File: config.mk
export PLATFORM = sky130hd
export DESIGN_NAME = tcs_ram
export DESIGN_NICKNAME = d
export VERILOG_FILES = /design/src/hdl/tcs_ram.sv
export SDC_FILE = /design/constraint.sdc
export NUM_CORES = 1
export LEC_CHECK = 0
export BUFFER_PORTS_ARGS = -buffer_cell sky130_fd_sc_hd__buf_4
export CAP_MARGIN = 0
export CORE_MARGIN = 1
export CORE_UTILIZATION = 31
export CTS_CLUSTER_DIAMETER = 30
export DETAILED_ROUTE_END_ITERATION = 6
export RECOVER_POWER = 50
export SLEW_MARGIN = 20
export SYNTH_ARGS = -nofsm -noshare
export SYNTH_HDL_FRONTEND = slang
export SYNTH_SLANG_ARGS = --single-unit
File: constraint.sdc
create_clock -name clk -period 3 [get_ports clk]
set_clock_uncertainty 0.05 [all_clocks]
set_input_delay 0.15 -clock clk [delete_from_list [all_inputs] [get_ports clk]]
set_output_delay 0.15 -clock clk [all_outputs]
set_load 0.03 [all_outputs]
File: src/hdl/tcs_ram.sv
// generic single-write, single-read ram with registered read data
// no dependencies
module tcs_ram #(
    parameter int WIDTH = 8,
    parameter int DEPTH = 16
) (
    input  logic                     clk,
    input  logic                     we,
    input  logic [$clog2(DEPTH)-1:0] waddr,
    input  logic [WIDTH-1:0]         wdata,
    input  logic [$clog2(DEPTH)-1:0] raddr,
    output logic [WIDTH-1:0]         rdata
);

    logic [WIDTH-1:0] mem [DEPTH];

    always_ff @(posedge clk)
    begin
        if (we)
        begin
            mem[waddr] <= wdata;
        end
        rdata <= mem[raddr];
    end

endmodule

==> flow_metrics.tcl, run 1 <==
set metrics [dict create \
    outcome "complete, no violations" \
    intPower_w 0.00349 \
    cts_setup_buffers 0 \
    holdBufCountCts 0 \
    finalNonFillerCells 495 \
    r2r_start "mem[3][4]" \
    cts_num_sinks 136 \
    syn_area_sq_um 5150 \
    p_comb_share_pct 5.0 \
    leakage_nw 1.98 \
    fin_tns_setup_ns 0 \
    clkTransAtPathRegs_ns 0.05 \
    hold_path_end "mem[0][5]" \
    die_width_um 131 \
    reg2regPathDepth 3 \
    r2r_slack_ns 1.58 \
    irDropWorstVdd_uv 384 \
    p_sw_w 0.000847 \
    cp-start-kind "primary input" \
    viasPerCell 4.70 \
    final_area_sq_um 6080 \
    syn2layout_area_growth_pct 18.1 \
    hold_path.class "primary input to flip-flop" \
    port_buffers 25 \
    dieArea_sq_um 17100 \
    wire_per_inst_um 20.1 \
    grt_pass1_wl_mm 15.4 \
    dpl_cell_area_sq_um 5550 \
    ys_seq_area_share_pct 77.8 \
    start_util_pct 32.1 \
    cp_data_required_time_ns 2.98 \
    synth_fp_nets 247 \
    clk_latency_ns 0.41 \
    clk_path_buf_depth 2 \
    tightestPinTransition_ns 0.931 \
    dr.pass1.iters 4 \
    timing.fmax_mhz 686 \
    dp_cells 464 \
    whs_path_depth 3 \
    num_vias 2325 \
    fin_nets 285 \
    drc_errors 0 \
    core_sq_um 16100 \
    yosys_warnings 0 \
    cts_tree "yes" \
    crit_type "primary input to flip-flop" \
    grt.total_usage_pct 13.2 \
    arrival_ns 1.44 \
    ys_types 19 \
    syn-instance-count 229 \
    root_buffer "clkbuf_16" \
    drt_wl_total_mm 9.97 \
    finalHoldViolations 0 \
    grt_pass1_vias 2495 \
    slew_headroom_pct 37.7 \
    globalplace.congestion 0.692 \
    antenna_left 0 \
    drv_slew 0 \
    first_iter_violations 201 \
    antenna_found_initial 0 \
    fin_crit_sh_pct 48.6 \
    cts_buffers 17 \
    drive_above_1_share_pct 22.9 \
    cts_resized 0 \
    r2r_end "rdata[4]" \
    gr-total-overflow 0 \
    htreeDepth 4 \
    ys_seq_elements 136 \
    power_frac_seq_pct 49.3 \
    io_pins 26 \
    hpwlAfterDp_mm 6.24 \
    swShare_pct 19.5 \
    clockPowerShare_pct 45.7 \
    grt_max_degree 33 \
    rsz0062_at_grt "false" \
    antenna_cells 0 \
    min_period_ns 1.46 \
    crit_fanout 8 \
    num_rows 46 \
    fillCellCount 1441 \
    power_density_nw_per_um2 714 \
    die_h_um 131 \
    setup_violations 0 \
    avgSynthCellArea_sq_um 22.5 \
    hold_start "waddr[0]" \
    cap_viol_max_count 0 \
    endpoint_kind "flip-flop" \
]
[state kept, by name, summed over array words and instances (netlist names)]
register / cells
mem: 128
rdata: 8
[power by group through the flow]
stage | sequential [W] | clock (W) | combinational (W)
2_1_floorplan | 0.00220 | 0 | 0.000108
3_3_place_gp | 0.00218 | 0 | 0.000225
3_5_place_dp | 0.00218 | 0 | 0.000228
4_1_cts | 0.00214 | 0.00201 | 0.000229
5_1_grt | 0.00214 | 0.00209 | 0.000238
6_report | 0.00214 | 0.00198 | 0.000218
[cells in the mapped netlist]
library cell     count  area share (%)
a22oi_1             16             2.3
and2_1               1            0.12
and2b_1              1            0.15
buf_2                3            0.29
buf_4                1            0.15
buf_6                3            0.66
clkdlybuf4s25_2      3            0.58
dfxtp_1              8             3.1
edfxtp_1           128              75
mux4_1              14             7.1
mux4_2              18             7.9
nand2_1              9            0.66
nand2b_1             2            0.24
nand3_1              1           0.097
nand3b_1             2            0.29
nor2_1              13            0.95
nor2b_1              1            0.12
nor3_1               4            0.39
or3b_2               1            0.17
[cell type report]
type	count	area, sq um	share of cell area [%]
clock buffers	19	433	7.12
clock inverters	12	134	2.20
multi-input cells	83	1060	17.4
flip-flops and latches	136	4000	65.9
well taps	216	270	4.45
repair buffers	29	180	2.96
[cells in the final DEF, fill, tap and decap left out, drive strengths merged]
| master | n |
|---|---|
| clkinvlp | 1 |
| nand3 | 1 |
| dfxtp | 8 |
| buf | 19 |
| bufinv | 3 |
| mux4 | 32 |
| nand3b | 2 |
| clkbuf | 29 |
| nor2b | 1 |
| or3b | 1 |
| nor2 | 13 |
| nand2b | 2 |
| and2b | 1 |
| nand2 | 9 |
| a22oi | 16 |
| and2 | 1 |
| clkinv | 8 |
| nor3 | 4 |
| edfxtp | 128 |
[worst max-delay path by stage]
stage / endpoint / cells after the start / slack, ns / startpoint
floorplan: mem[0][0] / 2 / 1.31 / waddr[2]
global placement: rdata[4] / 4 / 1.10 / raddr[0]
detailed placement: mem[3][1] / 3 / 1.10 / waddr[2]
CTS: mem[3][7] / 3 / 1.51 / waddr[2]
global route: mem[3][7] / 3 / 1.43 / we
finish: mem[1][7] / 3 / 1.54 / we
[worst max-delay path, cell delays in order]
cell and delay [ns]:
clkbuf_1 0.14, or3b_2 0.51, nor2_1 0.65
[metrics by stage]
| step | hold slack, ns | utilization [%] | power (W) | worst slack (ns) |
|---|---|---|---|---|
| 3_5_place_dp | 0.427 | 34.6 | 0.00241 | 1.10 |
| 6_report | 0.216 | 37.9 | 0.00434 | 1.54 |
| 5_1_grt | 0.234 | 37.9 | 0.00447 | 1.43 |
| 3_3_place_gp | 0.412 | 34.6 | 0.00240 | 1.10 |
| 2_1_floorplan | 0.199 | - | 0.00231 | 1.31 |
| 4_1_cts | 0.000344 | 38.1 | 0.00438 | 1.51 |
[cell families (layout without fill, tap and decap cells)]
group                  Yosys count  count (layout)  synth area share [%]
flip-flops                     136             136                  77.8
AND/OR/NAND/NOR                 35              35                  3.18
multiplexers                    32              32                  15.0
AO/OA/AOI/OAI                   16              16                  2.33
buffers and inverters           10              60                  1.68
[routing by layer]
layer / up-vias / track usage [%] / wire [um]
li1: 1049 / - / -
met2: 72 / 20.3 / 4790
met3: 9 / 3.46 / 611
met4: 0 / 4.67 / 95
met5: - / 0 / 0
met1: 1195 / 18.1 / 4470
Note: power is estimated with default switching activity, not from simulation.
==> inputs of run 2 (changes only) <==
clock period = 1.4 ns   (was 3 ns; I/O delays follow)
==> flow_metrics.tcl, run 2 (synthesis results as in run 1) <==
set metrics [dict create \
    top_regs "mem x128, rdata x8" \
    clockPowerShare_pct 48.5 \
    regMostFlops "mem" \
    die_width_um 131 \
    setup_violations 0 \
    timing.fmax_mhz 729 \
    final_common_cell "edfxtp_1" \
    p_comb_share_pct 5.5 \
    fin_nets 314 \
    drv_slew 0 \
    cts_num_sinks 136 \
    setup_ws_ns 0.0282 \
    fin_crit_sh_pct 98.0 \
    wire_per_inst_um 20.4 \
    clkTransAtPathRegs_ns 0.06 \
    die_h_um 131 \
    endpoint_kind "flip-flop" \
    cp_data_required_time_ns 1.64 \
    start_util_pct 32.1 \
    reg2regPathDepth 3 \
    hold_start "waddr[1]" \
    io_pins 26 \
    cp-start-kind "flip-flop" \
    finalPower_w 0.00996 \
    routed-wl-met3_um 467 \
    r2r_slack_ns 0.03 \
    root_buffer "clkbuf_16" \
    r2r_end "rdata[6]" \
    crit_fanout 1 \
    hpwlAfterDp_mm 6.68 \
    swShare_pct 20.1 \
    cts_tree "yes" \
    dp_worst_setup_slack_ns -0.228 \
    timing.hold.ws_ns 0.144 \
    port_buffers 25 \
    whs_path_depth 3 \
    power_density_nw_per_um2 1540 \
    min_period_ns 1.37 \
    fin_tns_setup_ns 0 \
    grt_pass1_wl_mm 16.0 \
    hold_path.class "primary input to flip-flop" \
    htreeDepth 4 \
    clk_latency_ns 0.41 \
    dieArea_sq_um 17100 \
    syn2layout_area_growth_pct 25.9 \
    drc_errors 0 \
    cts_buffers 17 \
    antenna_left 0 \
    wl_met1_mm 4.85 \
    cap_viol_max_count 0 \
    multi_input_area_sq_um 1090 \
    first_iter_violations 246 \
    power_frac_seq_pct 46.0 \
    globalplace.congestion 0.697 \
    hold_path_end "mem[0][5]" \
    ff_latch_area_sq_um 4000 \
    clk_path_buf_depth 2 \
    outcome "complete, no violations" \
    intPower_w 0.00796 \
    leakage_nw 2.14 \
    core_sq_um 16100 \
    p_sw_w 0.00201 \
    num_vias 2475 \
    num_rows 46 \
    arrival_ns 1.61 \
    crit_type "flip-flop to flip-flop" \
    finalHoldViolations 0 \
    grt_pass1_vias 2575 \
    drt_wl_total_mm 10.7 \
    grt.total_usage_pct 14.0 \
    antenna_cells 0 \
    tightestPinTransition_ns 1.04 \
    slew_headroom_pct 30.3 \
    irDropWorstVdd_uv 868 \
    drive_above_1_share_pct 33.0 \
    grt_max_degree 21 \
    fillCellCount 1401 \
    cts_setup_buffers 0 \
    final_cell_mix "edfxtp_1, buf_4, mux4_2" \
    dr_wl_met2_mm 5.28 \
    gr-total-overflow 0 \
    viasPerCell 4.71 \
    antenna_found_initial 0 \
    largest_reg_flops 128 \
    r2r_start "mem[3][6]" \
    routed.top_layer "met4" \
    dr.pass1.iters 4 \
]
run 2: what timing repair did:
action | CTS | global route
resized for setup | 4 | 8
endpoints found under the hold margin | 128 | 0
hold buffers | 8 | 0
pin swaps | 0 | 4
setup endpoints to repair | 4 | 6
run 2: layout make-up:
cell class / count / area share [%]
clock buffers: 17 / 6.56
clock inverters: 15 / 3.49
multi-input cells: 83 / 16.9
flip-flops and latches: 136 / 61.8
well taps: 216 / 4.17
repair buffers: 58 / 7.11
run 2: worst max-delay path by stage:
| stage | startpoint | endpoint | depth (start not counted) |
|---|---|---|---|
| finish | mem[3][6] | rdata[6] | 3 |
| global route | mem[9][3] | rdata[3] | 3 |
| CTS | mem[3][6] | rdata[6] | 3 |
| detailed placement | raddr[0] | rdata[3] | 5 |
| global placement | raddr[0] | rdata[3] | 5 |
| floorplan | waddr[2] | mem[3][0] | 2 |
run 2: critical path, cell delays in order, from the launching register on:
cell and delay (ns):
edfxtp_1 0.36, mux4_2 0.49, a22oi_2 0.23, nand2_2 0.11
run 2: through the flow:
stage               area (sq um)  util (%)  std cells
global route                6480      40.4        525
detailed placement          5760      35.9        485
global placement            5760      35.9        485
floorplan                   5150         -        229
finish                      6480      40.4        525
CTS                         6510      40.6        525
run 2: power groups by stage:
stage                     combinational, W  sequential (W)  clock, W
after global routing              0.000594         0.00459   0.00507
final                             0.000548         0.00458   0.00483
after global placement            0.000522         0.00467         0
after floorplan                   0.000231         0.00471         0
after CTS                         0.000560         0.00458   0.00491
after detailed placement          0.000532         0.00467         0
run 2: layer usage:
layer  vias to the layer above  global-route usage (%)
li1                       1104                       -
met1                      1304                    18.7
met2                        61                    21.7
met3                         6                    3.91
met4                         0                    5.68
met5                         -                       0
==> inputs of run 3 (changes only) <==
CORE_UTILIZATION = 35   (was 31)
==> flow_metrics.tcl, run 3 (synthesis results as in run 1) <==
set metrics [dict create \
    outcome "complete, no violations" \
    clk_latency_ns 0.41 \
    dieArea_sq_um 15200 \
    timing.hold.ws_ns 0.0954 \
    antenna_left 0 \
    drt_wl_total_mm 10.1 \
    num_vias 2461 \
    finalHoldViolations 0 \
    cts_buffers 17 \
    cts_num_sinks 136 \
    syn2layout_area_growth_pct 23.3 \
    fin_util_pct 45.0 \
    tightestPinTransition_ns 0.954 \
    hpwlAfterDp_mm 6.42 \
    num_rows 43 \
    grt_pass1_wl_mm 15.5 \
    die_width_um 123 \
    crit_start "mem[10][1]" \
    top_regs "mem x128, rdata x8" \
    first_iter_violations 124 \
    root_buffer "clkbuf_16" \
    critPathBufInv 0 \
    viasPerCell 5.02 \
    grt_max_degree 19 \
    hold_path.class "primary input to flip-flop" \
    crit_type "flip-flop to flip-flop" \
    gr-total-overflow 0 \
    start_util_pct 36.5 \
    grt.total_usage_pct 15.0 \
    power_density_nw_per_um2 1490 \
    slew_headroom_pct 36.2 \
    leakage_nw 2.12 \
    path_cells "mux4_1, a22oi_1, nand2_1" \
    fin_tns_setup_ns 0 \
    clkTransAtPathRegs_ns 0.06 \
    dr_wl_met2_mm 4.74 \
    min_period_ns 1.34 \
    crit_fanout 1 \
    wl_met1_mm 4.90 \
    cp-start-kind "flip-flop" \
    fin_crit_sh_pct 96.1 \
    setup_violations 0 \
    htreeDepth 4 \
    die_h_um 123 \
    drc_errors 0 \
    routed.top_layer "met4" \
    arrival_ns 1.59 \
    io_pins 26 \
    cap_viol_max_count 0 \
    fillCellCount 1228 \
    final_cell_mix "edfxtp_1, buf_4, mux4_2" \
    antenna_found_initial 1 \
    max_stage_delay_ns 0.50 \
    port_buffers 25 \
    drive_above_1_share_pct 31.1 \
    core_sq_um 14100 \
    path_delay_family "multiplexers" \
    hold_start "raddr[1]" \
    endpoint_kind "flip-flop" \
    r2r_start "mem[10][1]" \
    dp_cells 449 \
    finalNonFillerCells 490 \
    irDropWorstVdd_uv 1110 \
    final_common_cell "edfxtp_1" \
    clk_path_buf_depth 2 \
    cp_data_required_time_ns 1.64 \
    rsz0062_at_grt "false" \
    largest_reg_flops 128 \
    routed-wl-met3_um 281 \
    crit_slowest_cell "mux4_1" \
    timing.fmax_mhz 744 \
    globalplace.congestion 0.707 \
    fin_nets 314 \
    cts_tree "yes" \
    grt_pass1_vias 2556 \
    drv_slew 0 \
    regMostFlops "mem" \
    wire_per_inst_um 20.5 \
    dr.pass1.iters 4 \
    finalPower_w 0.00943 \
]
-- run 3: tightest hold or removal path: stages --
cell	delay [ns]
buf_4	0.13
mux4_2	0.18
a22oi_1	0.07
nand2_1	0.06
-- run 3: per-stage QoR --
step	setup slack (ns)	area, sq um
after floorplan	0.0139	5150
after global placement	-0.138	5700
after detailed placement	-0.137	5700
after CTS	0.0147	6370
after global routing	0.00727	6350
final	0.0550	6350
-- run 3: final timing paths --
check	end	slack (ns)	cells after the start
worst max register to register	rdata[1]	0.06	3
worst min-delay path	rdata[4]	0.1	4
worst max-delay path	rdata[1]	0.06	3
worst min register to register	rdata[2]	0.63	3
-- run 3: repair_timing --
item / CTS / global route
buffers inserted: 0 / 0
resized for setup: 1 / 6
setup endpoints to repair: 1 / 6
endpoints found under the hold margin: 128 / 0
hold buffers: 8 / 0
pin swaps: 0 / 2
-- run 3: final cells by class --
cell class	count	area [sq um]	share of cell area, %
Tap cell	180	225	3.55
Antenna cell	1	2.50	0.0394
Sequential cell	136	4000	63.1
Timing Repair Buffer	58	448	7.06
Multi-Input combinational cell	83	1090	17.1
Clock buffer	18	429	6.76
Clock inverter	14	150	2.37
-- run 3: layer usage --
metal  vias to the layer above  global-route usage, %
met4                         0                   5.87
met5                         -                      0
met1                      1295                   21.1
li1                       1108                      -
met3                        13                   3.46
met2                        45                   22.9
-- run 3: power by group --
group | leakage, nW | switching, W | total [W] | internal, W
logic | 0.621 | 0.000300 | 0.000535 | 0.000235
registers | 1.22 | 0.0000277 | 0.00458 | 0.00455
clock network | 0.277 | 0.00169 | 0.00432 | 0.00263
